==> src/rtl/assert_macros.svh <==
// Assertion macros shared by the ramp timer RTL.
`ifndef ASSERT_MACROS_SVH
`define ASSERT_MACROS_SVH

// Same-cycle implication, disabled during reset.
`define ASSERT_IMPLY(label, clk, rst_n, ante, cons) \
  label: assert property (@(posedge clk) disable iff (!(rst_n)) (ante) |-> (cons)) \
    else $error("assertion failed");

// Next-cycle implication, disabled during reset.
`define ASSERT_NEXT(label, clk, rst_n, ante, cons) \
  label: assert property (@(posedge clk) disable iff (!(rst_n)) (ante) |=> (cons)) \
    else $error("assertion failed");

`endif

==> src/rtl/srst_pkg.sv <==
// Types and constants of the stepper ramp step timer.
package srst_pkg;

  localparam int DELAY_W = 32;
  localparam int COUNT_W = 32;
  localparam int POS_W   = 32;
  localparam int CFG_W   = 32;
  localparam int DVD_W   = DELAY_W + 1;   // dividend 2*d
  localparam int DVS_W   = COUNT_W + 2;   // divisor 4*n+1 or 4*n-1

  localparam logic [DELAY_W-1:0] START_DELAY_RST = DELAY_W'(65535);
  localparam logic [DELAY_W-1:0] INSTANT_THR_RST = '1;

  typedef enum logic [1:0] {
    CMD_TICK     = 2'd0,
    CMD_START    = 2'd1,
    CMD_RETARGET = 2'd2
  } cmd_e;

  typedef enum logic {
    CFG_START_DELAY = 1'b0,
    CFG_INSTANT_THR = 1'b1
  } cfg_idx_e;

  typedef enum logic [2:0] {
    ST_IDLE,
    ST_EXEC,
    ST_DIV,
    ST_POST,
    ST_OUT
  } state_e;

  typedef struct packed {
    cmd_e                command;
    logic [DELAY_W-1:0]  target_delay;
    logic [COUNT_W-1:0]  target_steps;
    logic                run_request;
    logic                direction;
  } in_item_t;

  typedef struct packed {
    logic                    step_pulse;
    logic [DELAY_W-1:0]      next_delay;
    logic signed [POS_W-1:0] position;
    logic [COUNT_W-1:0]      steps_done;
    logic [COUNT_W-1:0]      ramp_count;
    logic                    at_target;
    logic                    finished;
  } out_item_t;

  typedef struct packed {
    logic             start;
    logic [DVD_W-1:0] dividend;
    logic [DVS_W-1:0] divisor;
  } div_req_t;

  typedef struct packed {
    logic             done;
    logic [DVD_W-1:0] quotient;
  } div_rsp_t;

endpackage

==> src/rtl/stepper_ramp_step_timer_top.sv <==
// Top level of the stepper ramp step timer: command sequencer, state and config.
//
// Stepper speed-ramp generator using the linear-acceleration recurrence
// d -= 2d/(4n+1) on ramp up and d += 2d/(4n-1) on ramp down, clamped at the
// goal delay. One item is handled at a time: in_ready_o is high only while the
// block is idle. Start, retarget, unused commands, ticks while finished and
// instant-stop ticks go from the execute state straight to the output state;
// other ticks that need no division pass through the post state first; ramp
// ticks also wait in the divide state for the bit-serial divider (33 quotient
// bits, one per cycle), whose done strobe updates the delay before the post
// state checks for deceleration. The result holds until it is transferred,
// after which the next item can be taken in the following cycle. Configuration
// writes take effect at once and are meant for idle periods.
`include "assert_macros.svh"

module stepper_ramp_step_timer_top (
  input  logic                 clk_i,
  input  logic                 rst_ni,
  input  logic                 cfg_we_i,
  input  logic                 cfg_idx_i,
  input  logic [srst_pkg::CFG_W-1:0] cfg_data_i,
  input  logic                 in_valid_i,
  output logic                 in_ready_o,
  input  srst_pkg::in_item_t   in_data_i,
  output logic                 out_valid_o,
  input  logic                 out_ready_i,
  output srst_pkg::out_item_t  out_data_o
);

  localparam int DELAY_W = srst_pkg::DELAY_W;
  localparam int COUNT_W = srst_pkg::COUNT_W;
  localparam int POS_W   = srst_pkg::POS_W;
  localparam int DVD_W   = srst_pkg::DVD_W;

  srst_pkg::state_e state_q, state_d;

  logic [DELAY_W-1:0] start_delay_q, start_delay_d;
  logic [DELAY_W-1:0] inst_thr_q, inst_thr_d;
  logic [DELAY_W-1:0] delay_q, delay_d;
  logic [DELAY_W-1:0] goal_delay_q, goal_delay_d;
  logic [COUNT_W-1:0] goal_steps_q, goal_steps_d;
  logic [COUNT_W-1:0] ramp_q, ramp_d;
  logic [COUNT_W-1:0] steps_q, steps_d;
  logic [POS_W-1:0]   pos_q, pos_d;
  logic               run_q, run_d;
  logic               dir_q, dir_d;
  logic               reached_q, reached_d;
  logic               stopped_q, stopped_d;
  logic               pulse_q, pulse_d;
  logic               down_q, down_d;
  srst_pkg::in_item_t item_q, item_d;

  srst_pkg::div_req_t div_req;
  srst_pkg::div_rsp_t div_rsp;

  logic               tick_go;
  logic               inst_zone;
  logic               go_up;
  logic               go_down;
  logic               need_div;
  logic [COUNT_W-1:0] ramp_inc;
  logic [COUNT_W-1:0] ramp_dec;
  logic [COUNT_W-1:0] ramp_dec2;
  logic [DVD_W-1:0]   up_diff;
  logic [DVD_W-1:0]   down_sum;
  logic [COUNT_W:0]   decel_sum;

  // Tick classification, evaluated against the state before the tick.
  always_comb begin
    tick_go   = (state_q == srst_pkg::ST_EXEC) && (item_q.command == srst_pkg::CMD_TICK)
                && !stopped_q;
    inst_zone = (goal_delay_q >= inst_thr_q) && (delay_q >= inst_thr_q);
    go_up     = !inst_zone && (delay_q > goal_delay_q);
    go_down   = !inst_zone && (delay_q < goal_delay_q);
    ramp_inc  = ramp_q + COUNT_W'(1);
    ramp_dec  = (ramp_q != '0) ? ramp_q - COUNT_W'(1) : '0;
    ramp_dec2 = ramp_dec - COUNT_W'(1);
    need_div  = tick_go && (go_up || (go_down && (ramp_dec != '0)));
    up_diff   = {1'b0, delay_q} - div_rsp.quotient;
    down_sum  = {1'b0, delay_q} + div_rsp.quotient;
    decel_sum = {1'b0, steps_q} + {1'b0, ramp_q};
  end

  // Next state.
  always_comb begin
    state_d = state_q;
    case (state_q)
      srst_pkg::ST_IDLE: begin
        if (in_valid_i) state_d = srst_pkg::ST_EXEC;
      end
      srst_pkg::ST_EXEC: begin
        if (!tick_go) begin
          state_d = srst_pkg::ST_OUT;
        end else if (inst_zone && !run_q) begin
          state_d = srst_pkg::ST_OUT;
        end else if (need_div) begin
          state_d = srst_pkg::ST_DIV;
        end else begin
          state_d = srst_pkg::ST_POST;
        end
      end
      srst_pkg::ST_DIV: begin
        if (div_rsp.done) state_d = srst_pkg::ST_POST;
      end
      srst_pkg::ST_POST: state_d = srst_pkg::ST_OUT;
      srst_pkg::ST_OUT: begin
        if (out_ready_i) state_d = srst_pkg::ST_IDLE;
      end
      default: state_d = srst_pkg::ST_IDLE;
    endcase
  end

  // Handshake and divider control.
  always_comb begin
    in_ready_o       = (state_q == srst_pkg::ST_IDLE);
    out_valid_o      = (state_q == srst_pkg::ST_OUT);
    div_req.start    = need_div;
    div_req.dividend = {delay_q, 1'b0};
    div_req.divisor  = go_up ? {ramp_inc, 2'b01} : {ramp_dec2, 2'b11};
  end

  // Datapath and configuration.
  always_comb begin
    start_delay_d = start_delay_q;
    inst_thr_d    = inst_thr_q;
    delay_d       = delay_q;
    goal_delay_d  = goal_delay_q;
    goal_steps_d  = goal_steps_q;
    ramp_d        = ramp_q;
    steps_d       = steps_q;
    pos_d         = pos_q;
    run_d         = run_q;
    dir_d         = dir_q;
    reached_d     = reached_q;
    stopped_d     = stopped_q;
    pulse_d       = pulse_q;
    down_d        = down_q;
    item_d        = item_q;

    if (cfg_we_i) begin
      case (srst_pkg::cfg_idx_e'(cfg_idx_i))
        srst_pkg::CFG_START_DELAY: start_delay_d = cfg_data_i[DELAY_W-1:0];
        srst_pkg::CFG_INSTANT_THR: inst_thr_d    = cfg_data_i[DELAY_W-1:0];
        default: ;
      endcase
    end

    case (state_q)
      srst_pkg::ST_IDLE: begin
        if (in_valid_i) item_d = in_data_i;
      end
      srst_pkg::ST_EXEC: begin
        pulse_d = 1'b0;
        case (item_q.command)
          srst_pkg::CMD_START: begin
            goal_delay_d = item_q.target_delay;
            goal_steps_d = item_q.target_steps;
            run_d        = item_q.run_request;
            dir_d        = item_q.direction;
            steps_d      = '0;
            ramp_d       = '0;
            delay_d      = start_delay_q;
            reached_d    = 1'b0;
            stopped_d    = 1'b0;
          end
          srst_pkg::CMD_RETARGET: begin
            goal_delay_d = item_q.target_delay;
            run_d        = item_q.run_request;
            reached_d    = (delay_q == item_q.target_delay);
          end
          srst_pkg::CMD_TICK: begin
            if (!stopped_q) begin
              pulse_d = 1'b1;
              steps_d = steps_q + COUNT_W'(1);
              pos_d   = dir_q ? pos_q - POS_W'(1) : pos_q + POS_W'(1);
              down_d  = go_down;
              if (inst_zone) begin
                if (!run_q) begin
                  // instant stop
                  ramp_d    = '0;
                  delay_d   = start_delay_q;
                  reached_d = 1'b1;
                  stopped_d = 1'b1;
                end else if (delay_q != goal_delay_q) begin
                  ramp_d    = COUNT_W'(1);
                  delay_d   = goal_delay_q;
                  reached_d = 1'b1;
                end
              end else if (go_up) begin
                ramp_d = ramp_inc;
              end else if (go_down) begin
                ramp_d = ramp_dec;
                // last ramp step: drop straight to the start delay
                if (ramp_dec == '0) delay_d = start_delay_q;
              end
            end
          end
          default: ;
        endcase
      end
      srst_pkg::ST_DIV: begin
        if (div_rsp.done) begin
          if (!down_q) begin
            if (up_diff <= {1'b0, goal_delay_q}) begin
              delay_d   = goal_delay_q;
              reached_d = 1'b1;
            end else begin
              delay_d = up_diff[DELAY_W-1:0];
            end
          end else begin
            if (down_sum >= {1'b0, goal_delay_q}) begin
              delay_d   = goal_delay_q;
              reached_d = 1'b1;
            end else begin
              delay_d = down_sum[DELAY_W-1:0];
            end
          end
        end
      end
      srst_pkg::ST_POST: begin
        if (ramp_q == '0) begin
          reached_d = 1'b1;
          stopped_d = 1'b1;
        end else if (run_q && (decel_sum >= {1'b0, goal_steps_q})) begin
          // start deceleration toward the start delay
          run_d        = 1'b0;
          goal_delay_d = start_delay_q;
          reached_d    = 1'b0;
        end
      end
      default: ;
    endcase
  end

  always_ff @(posedge clk_i or negedge rst_ni) begin
    if (!rst_ni) begin
      state_q       <= srst_pkg::ST_IDLE;
      start_delay_q <= srst_pkg::START_DELAY_RST;
      inst_thr_q    <= srst_pkg::INSTANT_THR_RST;
      delay_q       <= srst_pkg::START_DELAY_RST;
      goal_delay_q  <= '0;
      goal_steps_q  <= '0;
      ramp_q        <= '0;
      steps_q       <= '0;
      pos_q         <= '0;
      run_q         <= 1'b0;
      dir_q         <= 1'b0;
      reached_q     <= 1'b0;
      stopped_q     <= 1'b1;
      pulse_q       <= 1'b0;
      down_q        <= 1'b0;
    end else begin
      state_q       <= state_d;
      start_delay_q <= start_delay_d;
      inst_thr_q    <= inst_thr_d;
      delay_q       <= delay_d;
      goal_delay_q  <= goal_delay_d;
      goal_steps_q  <= goal_steps_d;
      ramp_q        <= ramp_d;
      steps_q       <= steps_d;
      pos_q         <= pos_d;
      run_q         <= run_d;
      dir_q         <= dir_d;
      reached_q     <= reached_d;
      stopped_q     <= stopped_d;
      pulse_q       <= pulse_d;
      down_q        <= down_d;
    end
  end

  always_ff @(posedge clk_i) begin
    item_q <= item_d;
  end

  srst_div u_div (
    .clk_i  (clk_i),
    .rst_ni (rst_ni),
    .req_i  (div_req),
    .rsp_o  (div_rsp)
  );

  always_comb begin
    out_data_o.step_pulse = pulse_q;
    out_data_o.next_delay = delay_q;
    out_data_o.position   = $signed(pos_q);
    out_data_o.steps_done = steps_q;
    out_data_o.ramp_count = ramp_q;
    out_data_o.at_target  = reached_q;
    out_data_o.finished   = stopped_q;
  end

  `ASSERT_IMPLY(a_div_only_on_tick, clk_i, rst_ni, state_q == srst_pkg::ST_DIV, pulse_q && !stopped_q)
  `ASSERT_IMPLY(a_finish_zero_ramp, clk_i, rst_ni, out_valid_o && pulse_q && stopped_q, ramp_q == '0)
  `ASSERT_IMPLY(a_reached_at_goal, clk_i, rst_ni, out_valid_o && pulse_q && !stopped_q && reached_q, delay_q == goal_delay_q)

endmodule

==> src/rtl/srst_div.sv <==
// Restoring divider, one quotient bit per cycle, shared by both ramp directions.
`include "assert_macros.svh"

module srst_div (
  input  logic               clk_i,
  input  logic               rst_ni,
  input  srst_pkg::div_req_t req_i,
  output srst_pkg::div_rsp_t rsp_o
);

  localparam int DVD_W = srst_pkg::DVD_W;
  localparam int DVS_W = srst_pkg::DVS_W;
  localparam int CNT_W = $clog2(DVD_W + 1);

  logic             busy_q, busy_d;
  logic             done_q, done_d;
  logic [CNT_W-1:0] cnt_q, cnt_d;
  logic [DVS_W-1:0] rem_q, rem_d;
  logic [DVD_W-1:0] quot_q, quot_d;
  logic [DVS_W-1:0] dvs_q, dvs_d;
  logic [DVS_W:0]   rem_sh;
  logic [DVS_W:0]   rem_sub;
  logic             fits;

  always_comb begin
    rem_sh  = {rem_q, quot_q[DVD_W-1]};
    fits    = rem_sh >= {1'b0, dvs_q};
    rem_sub = rem_sh - {1'b0, dvs_q};
  end

  always_comb begin
    busy_d = busy_q;
    done_d = 1'b0;
    cnt_d  = cnt_q;
    rem_d  = rem_q;
    quot_d = quot_q;
    dvs_d  = dvs_q;
    if (req_i.start) begin
      busy_d = 1'b1;
      cnt_d  = CNT_W'(DVD_W);
      rem_d  = '0;
      quot_d = req_i.dividend;
      dvs_d  = req_i.divisor;
    end else if (busy_q) begin
      // shift in the next dividend bit, subtract where the divisor fits
      rem_d  = fits ? rem_sub[DVS_W-1:0] : rem_sh[DVS_W-1:0];
      quot_d = {quot_q[DVD_W-2:0], fits};
      cnt_d  = cnt_q - CNT_W'(1);
      if (cnt_q == CNT_W'(1)) begin
        busy_d = 1'b0;
        done_d = 1'b1;
      end
    end
  end

  always_ff @(posedge clk_i or negedge rst_ni) begin
    if (!rst_ni) begin
      busy_q <= 1'b0;
      done_q <= 1'b0;
      cnt_q  <= '0;
    end else begin
      busy_q <= busy_d;
      done_q <= done_d;
      cnt_q  <= cnt_d;
    end
  end

  always_ff @(posedge clk_i) begin
    rem_q  <= rem_d;
    quot_q <= quot_d;
    dvs_q  <= dvs_d;
  end

  assign rsp_o.done     = done_q;
  assign rsp_o.quotient = quot_q;

  `ASSERT_IMPLY(a_start_when_free, clk_i, rst_ni, req_i.start, !busy_q)
  `ASSERT_IMPLY(a_done_not_busy, clk_i, rst_ni, done_q, !busy_q && !req_i.start)
  `ASSERT_NEXT(a_last_step_done, clk_i, rst_ni, busy_q && cnt_q == CNT_W'(1), done_q)

endmodule
==> config.mk <==
export PLATFORM = sky130hd
export DESIGN_NAME = stepper_ramp_step_timer_top
export DESIGN_NICKNAME = d
export VERILOG_FILES = /design/src/rtl/srst_pkg.sv /design/src/rtl/stepper_ramp_step_timer_top.sv /design/src/rtl/srst_div.sv
export VERILOG_INCLUDE_DIRS = /design/src /design/src/rtl
export SDC_FILE = /design/constraint.sdc
export NUM_CORES = 2
export LEC_CHECK = 0
export BUFFER_PORTS_ARGS = -buffer_cell sky130_fd_sc_hd__clkbuf_2
export CAP_MARGIN = 10
export CORE_ASPECT_RATIO = 2
export CORE_UTILIZATION = 45
export DETAILED_ROUTE_END_ITERATION = 8
export PLACE_DENSITY_LB_ADDON = 0.15
export SYNTH_ARGS = -nofsm -noshare
export SYNTH_HDL_FRONTEND = slang
export SYNTH_HIERARCHICAL = 1
export SYNTH_SLANG_ARGS = --single-unit
==> constraint.sdc <==
create_clock -name clk_i -period 6.3 [get_ports clk_i]
set_clock_uncertainty 0.15 [all_clocks]
set_input_delay 1.26 -clock clk_i [delete_from_list [all_inputs] [get_ports clk_i]]
set_output_delay 1.26 -clock clk_i [all_outputs]
set_load 0.01 [all_outputs]
==> key figures <==
Outcome
  • Status: finished, final reports clean

Synthesis
  • Asr flop ratio synth: 61.76%
  • Yosys reg bits: 442
  • Most common library cells after synthesis: ha_1 (362), nand2_1 (308), nor2_1 (269)
  • Area share of the largest cell type after synthesis: 14.93%
  • YS warnings: 6
  • Leading area contributor after synthesis: dfrtp_1
  • Post-synth EDFFs: 135
  • Post-synth top flop: dfrtp_1
  • Mapped Cells: 3854
  • Netlist cell types: ~100
  • Synth Net Count: 4327
  • Count leader, synth: ha_1
  • Avg Inst Size Synth: 9.043 sq um
  • Sequential fraction of the synthesis area: 33.42%
  • Post-Synthesis Cell Area: 34850 sq um
  • Area contributors post-synth: dfrtp_1 (15%), ha_1 (13%), edfxtp_1 (12%)

Die
  • IO Count: 239
  • Die width: 198.8 um
  • Die area: 78640 sq um
  • Rows: 144
  • Die height: 395.6 um
  • Core Region: 76750 sq um
  • Initial Util: 45.41%

Layout
  • Non-Filler Instances: ~5200
  • Multi-input gate area: 21490 sq um
  • Share of post-route cells with drive strength above 1: 18.16%
  • Post-route cell area: 39500 sq um
  • Storage cell area: 11650 sq um
  • Area grow syn2layout: 13.32%
  • Fillers: 7530
  • Fin nets: 4588

Route
  • Final ANT Viol Nets: 0
  • DRT Pass-1 Iters: 6
  • Iteration-0 DRC Markers: 2034
  • Routed WL per cell: 26.93 um
  • Via Count: 31390
  • DR vias/cell: slightly above 6
  • DRC viols: 0
  • Post-Route WL: roughly 140000 um

STA
  • Final setup vio count: 0
  • Tmin final: 6.098 ns
  • Max Slew Vio Count: 0
  • Worst-Margin Slew: 1.242 ns
  • F_max: 164.0 MHz
  • Hold Vio Cnt, Final: 0
  • Min Hold Slack: between 0.2 and 0.3 ns
  • Final period utilization: 96.80%
  • Relative slew margins: 16.61%
  • Post-route setup slack: 0.2016 ns

CTS
  • CTS Buf Count: 45
  • H-tree levels: 2
  • Clock buffer depth: 3
  • # hold bufs at CTS: 0
  • CTS sink count: 442
  • Root Buffer: clkbuf_16
  • Clk pin slew, worst setup/hold paths: 0.07 ns
  • CTS tree: built
  • Clock Latency Late Sink: 0.63 ns

Global routing
  • Initial antenna violation count: 1
  • Largest net degree at the start of global routing: 106
  • Global-route wire length before repair: about 200000 um
  • Vias in the first global route: 31800
  • GRT Resource Usage Total: between 30% and 40%
  • Total gr overflow: 0

Placed design
  • Number of I/O port buffers: 238
  • Setup Slack @ Placement: around 0.055 ns
  • Hpwl dp: 106700 um
  • DP Cell Count: about 5100
  • Area after DPL: 37770 sq um
  • Placer Congestion: between 1 and 1.5

Critical path
  • Critical path fanouts, max: 32
  • Worst EP arrival: 6.50 ns
  • WP data required: 6.70 ns
  • Worst setup path category: flop to flop
  • Setup crit start kind: flop
  • Setup crit end kind: flop

Flow run
  • Max Cap Viol: 0

Hold path
  • Hold crit path type: flop to flop
==> registers in the layout (all words and copies together) (netlist names), 32 cells and up <==
register / flops
goal_delay_q: 32
goal_steps_q: 32
inst_thr_q: 32
pos_q: 32
u_div/quot_q: 33
delay_q: 32
steps_q: 32
item_q: 68
start_delay_q: 32
ramp_q: 32
u_div/dvs_q: 34
u_div/rem_q: 34
==> cell type report <==
type / count / share of cell area [%]
Inverter: 255 / 2.423
Multi-Input combinational cell: 2952 / 54.40
Clock buffer: 64 / 3.288
Tap cell: 1022 / 3.238
Antenna cell: 1 / 0.006336
Clock inverter: 19 / 0.4530
Sequential cell: 442 / 29.51
Timing Repair Buffer: 419 / 6.681
==> worst paths after layout <==
path	depth (start not counted)	slack, ns	from	endpoint
setup / recovery	23	0.20	steps_q[4]$_DFFE_PN0P_	goal_delay_q[24]$_DFFE_PN0P_
hold / removal	2	0.29	item_q[17]$_DFFE_PP_	goal_steps_q[15]$_DFFE_PN0P_
setup reg to reg	23	0.20	steps_q[4]$_DFFE_PN0P_	goal_delay_q[24]$_DFFE_PN0P_
hold reg to reg	2	0.29	item_q[17]$_DFFE_PP_	goal_steps_q[15]$_DFFE_PN0P_
max in group asynchronous	2	4.24	rst_ni	goal_steps_q[16]$_DFFE_PN0P_
min in group asynchronous	1	0.54	rst_ni	start_delay_q[21]$_DFFE_PN0P_
==> layout by cell type, fill, tap and decap left out, types with 23 or more instances in the layout <==
master,synthesis,routed
ha_1,362,362
nand2_1,308,306
nor2_1,269,266
a21oi_1,260,259
inv_1,253,252
o21ai_0,256,252
clkbuf_2,0,237
dfrtp_1,208,206
buf_4,36,174
xnor2_1,142,135
edfxtp_1,135,135
xor2_1,121,118
mux2_2,114,114
mux2i_1,109,109
nand3_1,97,97
nor3_1,77,77
a21o_1,73,73
dfstp_2,65,64
nand4_1,52,52
nor2b_1,51,50
a211oi_1,50,48
clkbuf_16,0,46
and3_1,41,41
nand2b_1,38,38
dfxtp_1,34,34
a31oi_1,32,31
or3_1,30,30
o21a_1,31,30
nor4_1,31,29
o21bai_1,27,27
o211ai_1,26,26
o22ai_1,24,23
==> kinds of logic after synthesis <==
kind of cell / count (synthesis) / share of synthesized area (%)
XOR/XNOR: 263 / 6.609
AND/OR/NAND/NOR: 1091 / 15.38
buffers and inverters: 460 / 5.654
AO/OA/AOI/OAI: 1003 / 18.71
adder cells (fa/ha/maj): 367 / 13.28
multiplexers: 226 / 6.918
other: 2 / 0.02155
flip-flops: 442 / 33.42
==> layer usage <==
metal  share of wire (%)  global-route usage (%)  vias to the layer above
li1                    -                       -                    14490
met5                   0                       0                        -
met1                  31                   31.47                    15060
met4                  13                   36.25                        0
met3                 5.8                   6.541                      600
met2                  51                   64.19                     1246
==> stage by stage <==
step	util [%]	TNS, ns
3_5_place_dp	49.21	0
2_1_floorplan	-	0
5_1_grt	51.45	-0.04230
6_report	51.46	0
4_1_cts	51.13	0
3_3_place_gp	49.21	0
==> critical path, cell delays in order, from the launching register on <==
cell	delay [ns]
dfrtp_1	0.48
ha_1	0.38
a21oi_1	0.21
o211ai_1	0.19
o221a_2	0.30
nor4b_1	0.39
o21ai_0	0.27
a41oi_1	0.27
buf_4	0.16
a21oi_1	0.11
nand3_1	0.11
nand2_1	0.06
a21oi_1	0.28
xnor2_1	0.30
ha_1	0.34
nand4_1	0.12
nor4_1	0.09
a311oi_2	0.45
nand2_1	0.09
a31o_2	0.30
a21oi_1	0.26
o21a_2	0.18
buf_12	0.25
mux2i_1	0.23
==> repair_timing <==
action	CTS	global route
resized for setup	0	39
hold endpoints to repair	0	0
endpoints found under the setup margin	0	65
buffers inserted	0	4
Power is left out: the tool's default activity adds up to more than one toggle a clock period on the data nets, which glitch-free logic cannot reach.
